**src/stdf_pkg.sv**
```systemverilog
// shared types, codes and helpers for the security token deframer
package stdf_pkg;

  localparam int unsigned ResMax = 4;
  localparam int unsigned QDepth = 5;
  localparam logic [31:0] MaxPlainReset = 32'h0100_0000;

  localparam logic [7:0] RecTypeLo = 8'd20;
  localparam logic [7:0] RecTypeHi = 8'd26;
  localparam logic [7:0] RecTypeT26 = 8'd26;
  localparam logic [32:0] TrailerLen = 33'd12;
  localparam logic [14:0] Ssl2Overhead = 15'd3;

  typedef enum logic [1:0] {
    PH_HEADER  = 2'd0,
    PH_FIFTH   = 2'd1,
    PH_TRAILER = 2'd2,
    PH_BODY    = 2'd3
  } phase_e;

  typedef enum logic [1:0] {
    KIND_PLAIN = 2'd0,
    KIND_SSL3  = 2'd1,
    KIND_SSL2  = 2'd2,
    KIND_T26   = 2'd3
  } kind_e;

  typedef enum logic [1:0] {
    ST_BYTE  = 2'd0,
    ST_EMPTY = 2'd1,
    ST_EARLY = 2'd2,
    ST_BAD   = 2'd3
  } status_e;

  typedef struct packed {
    logic [7:0] out_byte;
    logic       is_last;
    status_e    status;
  } res_t;

  typedef res_t [ResMax-1:0] res_vec_t;

  typedef struct packed {
    phase_e      phase;
    logic [1:0]  hdr_cnt;
    logic [32:0] rem;
    kind_e       kind;
    logic [31:0] tshift;
  } dfr_state_t;

  function automatic res_t mk_res(logic [7:0] b, logic last, status_e st);
    res_t r;
    r.out_byte = b;
    r.is_last  = last;
    r.status   = st;
    return r;
  endfunction

endpackage

```
**src/stdf_step.sv**
```systemverilog
// combinational step: next deframer state and the results of one item
module stdf_step import stdf_pkg::*; (
  input  dfr_state_t       cur_i,
  input  logic [3:0][7:0]  hdr_i,
  input  logic [7:0]       byte_i,
  input  logic             end_i,
  input  logic [31:0]      max_len_i,
  output dfr_state_t       nxt_o,
  output logic             hdr_we_o,
  output logic [2:0]       res_cnt_o,
  output res_vec_t         res_o
);

  logic [7:0]  b0, b1, b2;
  logic        tls_like, ssl2_like;
  logic [14:0] len2;
  logic [31:0] len;
  logic [15:0] dsize;
  logic [31:0] tshift_new;
  logic [32:0] rem_dec;

  assign b0 = hdr_i[0];
  assign b1 = hdr_i[1];
  assign b2 = hdr_i[2];
  assign tls_like = (b0 >= RecTypeLo) && (b0 <= RecTypeHi) &&
                    ((b1 == 8'd3) || ((b1 == 8'd2) && (b2 == 8'd0)));
  assign ssl2_like = b0[7] && (b2 == 8'd1);
  assign len2 = {b0[6:0], b1};
  assign len = {b0, b1, b2, byte_i};
  assign rem_dec = cur_i.rem - 33'd1;
  assign dsize = (cur_i.kind == KIND_SSL2) ? {1'b0, len2 - Ssl2Overhead}
                                           : {hdr_i[3], byte_i};
  assign tshift_new = (cur_i.rem <= 33'd4) ? {cur_i.tshift[23:0], byte_i} : cur_i.tshift;

  always_comb begin
    nxt_o = cur_i;
    hdr_we_o = 1'b0;
    res_cnt_o = 3'd0;
    res_o = '0;
    if (end_i) begin
      if (!((cur_i.phase == PH_HEADER) && (cur_i.hdr_cnt == 2'd0))) begin
        nxt_o.phase = PH_HEADER;
        nxt_o.hdr_cnt = 2'd0;
        res_o[0] = mk_res(8'd0, 1'b1, ST_EARLY);
        res_cnt_o = 3'd1;
      end
    end else begin
      case (cur_i.phase)
        PH_HEADER: begin
          hdr_we_o = 1'b1;
          if (cur_i.hdr_cnt != 2'd3) begin
            nxt_o.hdr_cnt = cur_i.hdr_cnt + 2'd1;
          end else begin
            nxt_o.hdr_cnt = 2'd0;
            if (tls_like || (ssl2_like && (len2 >= Ssl2Overhead))) begin
              // record header is passed through in one go
              if (tls_like) begin
                nxt_o.kind = (b0 == RecTypeT26) ? KIND_T26 : KIND_SSL3;
              end else begin
                nxt_o.kind = KIND_SSL2;
              end
              res_o[0] = mk_res(b0, 1'b0, ST_BYTE);
              res_o[1] = mk_res(b1, 1'b0, ST_BYTE);
              res_o[2] = mk_res(b2, 1'b0, ST_BYTE);
              res_o[3] = mk_res(byte_i, 1'b0, ST_BYTE);
              res_cnt_o = 3'd4;
              nxt_o.phase = PH_FIFTH;
            end else if (ssl2_like) begin
              res_o[0] = mk_res(8'd0, 1'b1, ST_BAD);
              res_cnt_o = 3'd1;
            end else begin
              nxt_o.kind = KIND_PLAIN;
              res_cnt_o = 3'd1;
              if (len > max_len_i) begin
                res_o[0] = mk_res(8'd0, 1'b1, ST_BAD);
              end else if (len == 32'd0) begin
                res_o[0] = mk_res(8'd0, 1'b1, ST_EMPTY);
              end else begin
                res_cnt_o = 3'd0;
                nxt_o.rem = {1'b0, len};
                nxt_o.phase = PH_BODY;
              end
            end
          end
        end
        PH_FIFTH: begin
          res_cnt_o = 3'd1;
          res_o[0] = mk_res(byte_i, 1'b0, ST_BYTE);
          if (cur_i.kind == KIND_T26) begin
            nxt_o.rem = {17'd0, dsize} + TrailerLen;
            nxt_o.tshift = 32'd0;
            nxt_o.phase = PH_TRAILER;
          end else if (dsize == 16'd0) begin
            res_o[0].is_last = 1'b1;
            nxt_o.phase = PH_HEADER;
            nxt_o.hdr_cnt = 2'd0;
          end else begin
            nxt_o.rem = {17'd0, dsize};
            nxt_o.phase = PH_BODY;
          end
        end
        PH_TRAILER: begin
          res_cnt_o = 3'd1;
          res_o[0] = mk_res(byte_i, 1'b0, ST_BYTE);
          nxt_o.tshift = tshift_new;
          nxt_o.rem = rem_dec;
          if (rem_dec == 33'd0) begin
            if (tshift_new == 32'd0) begin
              res_o[0].is_last = 1'b1;
              nxt_o.phase = PH_HEADER;
              nxt_o.hdr_cnt = 2'd0;
            end else begin
              // last four trailer bytes give the further body length
              nxt_o.rem = {1'b0, tshift_new};
              nxt_o.phase = PH_BODY;
            end
          end
        end
        default: begin
          res_cnt_o = 3'd1;
          res_o[0] = mk_res(byte_i, 1'b0, ST_BYTE);
          if (cur_i.rem <= 33'd1) begin
            res_o[0].is_last = 1'b1;
            nxt_o.rem = 33'd0;
            nxt_o.phase = PH_HEADER;
            nxt_o.hdr_cnt = 2'd0;
          end else begin
            nxt_o.rem = rem_dec;
          end
        end
      endcase
    end
  end

endmodule

```
**src/stdf_outq.sv**
```systemverilog
// result queue: takes up to four results per cycle while ready_o is high, hands out one
module stdf_outq import stdf_pkg::*; (
  input  logic       clk_i,
  input  logic       rst_ni,
  input  logic       push_i,
  input  logic [2:0] push_cnt_i,
  input  res_vec_t   push_res_i,
  output logic       ready_o,
  output logic       m_valid_o,
  input  logic       m_ready_i,
  output res_t       m_res_o
);

  res_t       slot_q [QDepth];
  res_t       slot_d [QDepth];
  logic [2:0] cnt_q, cnt_d;
  logic [2:0] base;
  logic [2:0] idx;
  logic       pop;

  assign pop = m_valid_o && m_ready_i;
  assign base = cnt_q - {2'd0, pop};
  // room for a full burst once the pop of this cycle is counted
  assign ready_o = (base <= 3'd1);
  assign m_valid_o = (cnt_q != 3'd0);
  assign m_res_o = slot_q[0];

  always_comb begin
    idx = 3'd0;
    for (int i = 0; i < QDepth; i++) begin
      if (pop && (i < QDepth - 1)) begin
        slot_d[i] = slot_q[(i < QDepth - 1) ? i + 1 : i];
      end else begin
        slot_d[i] = slot_q[i];
      end
      idx = 3'(i) - base;
      if (push_i && (3'(i) >= base) && (idx < push_cnt_i)) begin
        slot_d[i] = push_res_i[idx[1:0]];
      end
    end
    cnt_d = base + (push_i ? push_cnt_i : 3'd0);
  end

  always_ff @(posedge clk_i or negedge rst_ni) begin
    if (!rst_ni) begin
      cnt_q <= 3'd0;
    end else begin
      cnt_q <= cnt_d;
    end
  end

  always_ff @(posedge clk_i) begin
    for (int i = 0; i < QDepth; i++) begin
      slot_q[i] <= slot_d[i];
    end
  end

  a_cnt_bound: assert property (@(posedge clk_i) disable iff (!rst_ni)
    cnt_q <= 3'(QDepth))
    else $error("result queue over capacity");

  a_push_room: assert property (@(posedge clk_i) disable iff (!rst_ni)
    push_i |-> ({1'b0, base} + {1'b0, push_cnt_i} <= 4'(QDepth)))
    else $error("push without room in result queue");

  a_pop_only: assert property (@(posedge clk_i) disable iff (!rst_ni)
    (pop && !push_i) |=> (cnt_q == $past(cnt_q) - 3'd1))
    else $error("result queue count lost track on pop");

endmodule

```
**src/security_token_deframer.sv**
```systemverilog
// top level of the security token deframer
// Byte-stream deframer: one input item (a byte, or the stream end flag on tlast) is taken
// per cycle while the queue has room, and each token byte is buffered in a five-entry result
// queue. Plain tokens have their four-byte big-endian length stripped; SSL/TLS-like records
// pass through whole. The fourth byte of a record header yields four results at once,
// so the input then stalls while the queue drains; otherwise the sustained rate is one item
// per cycle while the receiver keeps up, set by the combinational step logic and the
// one-result-per-cycle output port. No clearing pass is needed after reset.
module security_token_deframer import stdf_pkg::*; (
  input  logic        clk_i,
  input  logic        rst_ni,
  input  logic        cfg_we_i,
  input  logic [31:0] cfg_wdata_i,   // max_plain_length
  input  logic        s_axis_tvalid,
  output logic        s_axis_tready,
  input  logic [7:0]  s_axis_tdata,  // [7:0] data_byte
  input  logic        s_axis_tlast,  // stream_end
  output logic        m_axis_tvalid,
  input  logic        m_axis_tready,
  output logic [15:0] m_axis_tdata,  // [7:0] out_byte, [9:8] status, rest zero
  output logic        m_axis_tlast   // is_last
);

  dfr_state_t      st_q, st_d;
  logic [3:0][7:0] hdr_q;
  logic [31:0]     max_len_q;
  logic            hdr_we;
  logic [2:0]      res_cnt;
  res_vec_t        res;
  logic            accept;
  res_t            m_res;

  assign accept = s_axis_tvalid && s_axis_tready;

  stdf_step u_step (
    .cur_i     (st_q),
    .hdr_i     (hdr_q),
    .byte_i    (s_axis_tdata),
    .end_i     (s_axis_tlast),
    .max_len_i (max_len_q),
    .nxt_o     (st_d),
    .hdr_we_o  (hdr_we),
    .res_cnt_o (res_cnt),
    .res_o     (res)
  );

  stdf_outq u_outq (
    .clk_i      (clk_i),
    .rst_ni     (rst_ni),
    .push_i     (accept),
    .push_cnt_i (res_cnt),
    .push_res_i (res),
    .ready_o    (s_axis_tready),
    .m_valid_o  (m_axis_tvalid),
    .m_ready_i  (m_axis_tready),
    .m_res_o    (m_res)
  );

  assign m_axis_tdata = {6'd0, m_res.status, m_res.out_byte};
  assign m_axis_tlast = m_res.is_last;

  always_ff @(posedge clk_i or negedge rst_ni) begin
    if (!rst_ni) begin
      st_q.phase   <= PH_HEADER;
      st_q.hdr_cnt <= 2'd0;
      st_q.rem     <= 33'd0;
      st_q.kind    <= KIND_PLAIN;
      st_q.tshift  <= 32'd0;
      max_len_q    <= MaxPlainReset;
    end else begin
      if (accept) begin
        st_q <= st_d;
      end
      if (cfg_we_i) begin
        max_len_q <= cfg_wdata_i;
      end
    end
  end

  // header bytes need no reset, they are read only once all four are written
  always_ff @(posedge clk_i) begin
    if (accept && hdr_we) begin
      hdr_q[st_q.hdr_cnt] <= s_axis_tdata;
    end
  end

  a_hdr_phase: assert property (@(posedge clk_i) disable iff (!rst_ni)
    (st_q.phase != PH_HEADER) |-> (st_q.hdr_cnt == 2'd0))
    else $error("header count left over outside header phase");

  a_body_rem: assert property (@(posedge clk_i) disable iff (!rst_ni)
    (st_q.phase == PH_BODY) |-> (st_q.rem != 33'd0))
    else $error("body phase with nothing remaining");

  a_header_burst: assert property (@(posedge clk_i) disable iff (!rst_ni)
    (accept && (res_cnt == 3'd4)) |=> (st_q.phase == PH_FIFTH))
    else $error("header burst not followed by fifth byte phase");

endmodule

```
**config.mk**
```make
export PLATFORM = sky130hd
export DESIGN_NAME = security_token_deframer
export DESIGN_NICKNAME = d
export VERILOG_FILES = /design/src/stdf_pkg.sv /design/src/stdf_step.sv /design/src/stdf_outq.sv /design/src/security_token_deframer.sv
export SDC_FILE = /design/constraint.sdc
export NUM_CORES = 1
export LEC_CHECK = 0
export BUFFER_PORTS_ARGS = -buffer_cell sky130_fd_sc_hd__buf_2
export CELL_PAD_IN_SITES_DETAIL_PLACEMENT = 2
export CELL_PAD_IN_SITES_GLOBAL_PLACEMENT = 2
export CORE_ASPECT_RATIO = 1.25
export CORE_UTILIZATION = 43
export DETAILED_ROUTE_END_ITERATION = 8
export PLACE_DENSITY = 0.92
export SLEW_MARGIN = 25
export SYNTH_ARGS = -nofsm -noshare
export SYNTH_HDL_FRONTEND = slang
export SYNTH_SLANG_ARGS = --single-unit
```
**constraint.sdc**
```tcl
create_clock -name clk_i -period 16.38 [get_ports clk_i]
set_input_delay 1.638 -clock clk_i [delete_from_list [all_inputs] [get_ports clk_i]]
set_output_delay 1.638 -clock clk_i [all_outputs]
set_load 0.01 [all_outputs]
```
# == Word-level counts from Yosys, hierarchy flattened ==
# Memories as Yosys holds them, arrays and structs flattened.
# Cells that the tools add are included.
# W data, S select, Z words.
# word_totals
reg_bits,138
ram_bits,55
out_inout_bits,19
word_cells,194
n_memories,1
# memory_table
memory,depth,width,rd,rd_ports_with_merged_regs,write_ports,line_no,text
u_outq.slot_q,5,11,5,0,5,stdf_outq.sv:14,res_t slot_q [QDepth];
# classes
addsub,11
n_lt_le_gt_ge,24
n_eq_ne,26
mux,82
n_bitwise,2
reduce_logical,37
# op_table
cell,n
$mux W33,10
$mux W11,17
$pmux W37 S3,1
$bmux W11 S2,5
$mux W35,2
$logic_not A32 Y1,2
$mux W32,2
$pmux W32 S2,1
$mux W44,1
$mux W37,1
$le A33 B1 Y1 const B,1
$le A33 B3 Y1 const B,1
$logic_not A33 Y1,1
$pmux W11 S3,1
$sub A33 B1 Y33 const B,1
$bwmux W32,1
$gt A32 B32 Y1,1
$mux W2,15
$mux W3,10
$logic_and A1 B1 Y1,20
$lt A2 B3 Y1 const B,6
$add A16 B4 Y17 const B,1
$demux W8 S2,1
$eq A8 B2 Y1 const B,2
41 further kinds,78

# == Depth between registers and ports, before layout ==
# depth
word_depth,12
ltp_mapped,17
depth_no_buf,15

# == Modules after synthesis ==
# A second synthesis with hierarchy kept.
# hier_totals
hier_cells,1511
area_unflattened_um2,15397.3
# modules_own_cells
module,n_inst,cells_per_inst,area_each_um2,seq_area_each_um2
stdf_step,1,963,6338.6,0.0
security_token_deframer,1,266,5182.5,3539.6
stdf_outq,1,282,3876.2,1726.7

# == Worst setup path before layout ==
# No wires, ideal clock.
# synth_timing
kind,input port to flip-flop
from,input m_axis_tready
to,memory u_outq.slot_q[0][44] (netlist bit) (enable)
arrival_ns,5.603
required_ns,15.939
setup_slack_ns,10.336
path_stages,11
path_buffers,2
path_cell_list,nand2_1 inv_1 ha_1 ha_1 clkinv_1 clkbuf_1 ha_1 clkbuf_1 nand2_1 o21a_1 a2111oi_0
# synth_lines
element,line_no,text
from (decl),security_token_deframer.sv:19,"input logic m_axis_tready,"
to (decl),stdf_outq.sv:14,

==> impl_metrics.ini <==
[status]
status = finished clean

[detailed_routing]
drt-total-wl_um = 57400
vias = 12100
vias_per_cell = 6.89
first_pass_iters = 6
ant_nets = 0
wire_per_inst_um = 32.6
post-route-drc-count = 0
drt_iter0_drc = 967

[global_route]
gr-total-overflow = 0
grt_pass1_vias = 13300
antenna_found_initial = 2
grt_pass1_wl_um = 86100
grt_start_max_net_pins = 66
grt_usage_pct = 38.4

[setup_path]
critical_path_class = in2reg
reg2reg_slack_ns = 10.33
critPathTopFamily = adder cells
required_ns = 16.54
crit_start = m_axis_tready
end_kind = flop
reg2reg_from = hdr_q[12]$_DFFE_PP_
worst-r2r-cell-count = 13
arrival_ns = 6.23
r2r_end = u_outq.slot_q[0][18]$_DFFE_PP_
crit_chain = buf_2 -> nand2_1 -> inv_1 -> ha_1 -> ha_1 -> clkinv_1 -> ha_2 -> nand2_1 -> o21a_1 -> a2111oi_2 -> buf_4
crit_path_start_kind = input pin
critical_path.slowest_cell = ha_2
path_max_fanout = 35
cp_slowest_stage_delay_ns = 0.99
crit_buf_inv = 4

[floorplan]
die_y_um = 195
die-width_um = 157
initial_core_util_pct = 43.7
rows = 70
io_pins = 65
coreArea_um2 = 29300
fp.dieArea_um2 = 30500

[synth]
synth-seq-cells = 193
synth_edf_count = 87
syn_area_per_cell_um2 = 9.40
synth_seq_area_share_pct = 41.0
syn_inst = 1365
ys_types = 90
synth-main-ff-cell = dfrtp_1
synthArstFlopShare_pct = 54.9
synth_area_um2 = 12800
yosys_warnings = 0

[finish]
area_growth_pct = 7.86
utilization_pct = 47.2
final_common_cell = nand2_1
n_fill_cell = 3052
fin_nets = 1453
drive_gt1_share_pct = 12.5
design_area_um2 = 13800
diodes = 0
regArea_um2 = 5270
multi_input_area_um2 = 6790
layout_common_cells = nand2_1, dfrtp_1, nor2_1, o21ai_0, edfxtp_1

[power]
pwr-share-seq_pct = 33.9
switching_share_pct = 46.7
leakagePower_nw = 5.65
p_switching_mw = 0.992
peakVddDrop_mv = 0.115
pwr-share-clk_pct = 21.3
p_comb_share_pct = 44.7
p_per_area_nw_per_um2 = 153
intPower_mw = 1.13

[min_path]
hold_class = reg2reg
min_path_cells = 1
min_to = st_q[28]$_DFFE_PN0P_
hp-start = st_q[28]$_DFFE_PN0P_

[clocking]
clock_path_buffers = 2
clk_latency_ns = 0.48
postCtsSetupBuffers = 0
cts_hold_buffers = 0
root_buffer = clkbuf_16
cts_tree = yes
cts_inserted_buffers = 17
cts_sinks = 193
clk_pin_slew_worst_paths_ns = 0.09
h-tree-depth = 4
post_cts_resized = 0

[sta]
setup_tns_ns = 0
post-route-period-util_pct = 37.0
finalSetupViolations = 0
slew_headroom_pct = 36.3
worstMarginPinSlew_ns = 0.956
skew_ns = 0.0172
final_hold_viol_count = 0
drv_slew = 0
period_minus_slack_ns = 6.07
hold_ws_ns = 0.547
rsz0062_at_grt = false
fmax_ghz = 0.165

[placement]
placement.io_buffers = 58
dp_hpwl_um = 37900
globalplace.congestion = 0.927
dpl_cell_area_um2 = 13200

[flow_run]
max_cap_viol_count = 0
## logic make-up after synthesis
| logic type | share of synthesized area (%) |
|---|---|
| AO/OA/AOI/OAI | 21.2 |
| XOR/XNOR | 3.21 |
| adder cells (fa/ha/maj) | 5.81 |
| buffers and inverters | 6.65 |
| flip-flops | 41.0 |
| multiplexers | 5.29 |
| other | 0.0292 |
| AND/OR/NAND/NOR | 16.8 |
## cell usage after synthesis (all sizes together) (6+ instances only)
cell type | number | area [um2]
nor2b | 6 | 37.5
nand2b | 8 | 50.1
a31oi | 19 | 119
a21o | 11 | 82.6
o21a | 24 | 180
mux2i | 43 | 430
xor2 | 17 | 149
a22o | 41 | 359
inv | 73 | 274
and3 | 7 | 43.8
nand3 | 16 | 85.1
clkbuf | 86 | 387
buf | 29 | 189
mux2 | 22 | 248
edfxtp | 87 | 2610
ha | 58 | 726
o211ai | 32 | 240
nor2 | 90 | 338
dfrtp | 105 | 2630
or3 | 14 | 87.6
a211oi | 24 | 180
nand2 | 138 | 521
a21oi | 45 | 225
nor3 | 45 | 240
or4 | 9 | 78.8
nor4 | 34 | 246
o41ai | 9 | 86.3
nand4 | 20 | 140
o21ai | 96 | 480
a22oi | 7 | 52.6
o31ai | 14 | 110
a31o | 6 | 52.6
xnor2 | 30 | 263
a32oi | 8 | 70.1
## worst max path at each step
stage,end,cells after the start
after global placement,u_outq.slot_q[0][6]$_DFFE_PP_,10
after global routing,u_outq.slot_q[0][53]$_DFFE_PP_,11
after detailed placement,u_outq.slot_q[0][28]$_DFFE_PP_,11
final,u_outq.slot_q[0][53]$_DFFE_PP_,11
after CTS,u_outq.slot_q[0][28]$_DFFE_PP_,11
after floorplan,u_outq.slot_q[0][44]$_DFFE_PP_,11
## area by class of cell
class,count,area share [%]
Clock buffer,18,3.17
Clock inverter,14,1.13
Inverter,74,2.01
Multi-Input combinational cell,988,49.0
Sequential cell,193,38.1
Tap cell,396,3.58
Timing Repair Buffer,74,3.03
## flip-flops by register name (all words and copies together), names as in the netlist
register,flops
hdr_q,32
u_outq.slot_q,55
u_outq.cnt_q,3
st_q,71
max_len_q,32
## layer usage
layer,track usage (%),wire (um),up-vias
met5,0,0,-
met4,30.8,5060,0
met3,8.46,3650,322
met2,64.1,27800,622
met1,41.9,20800,6154
li1,-,-,5015
## power by group through the flow
stage               clock network (mW)  logic, mW  registers [mW]
finish                           0.453      0.950           0.721
floorplan                            0      0.654           0.671
CTS                              0.450      0.921           0.717
detailed placement                   0      0.881           0.722
global route                     0.464       1.01           0.727
global placement                     0      0.800           0.713
## per-stage QoR
stage               setup WS (ns)  power [mW]  std cells
floorplan                   10.34        1.33       1370
global placement             9.78        1.51       1724
detailed placement           9.21        1.60       1724
CTS                          9.62        2.09       1756
global route                10.07        2.21       1757
finish                      10.31        2.12       1757
Note: power is estimated with default switching activity, not from simulation.
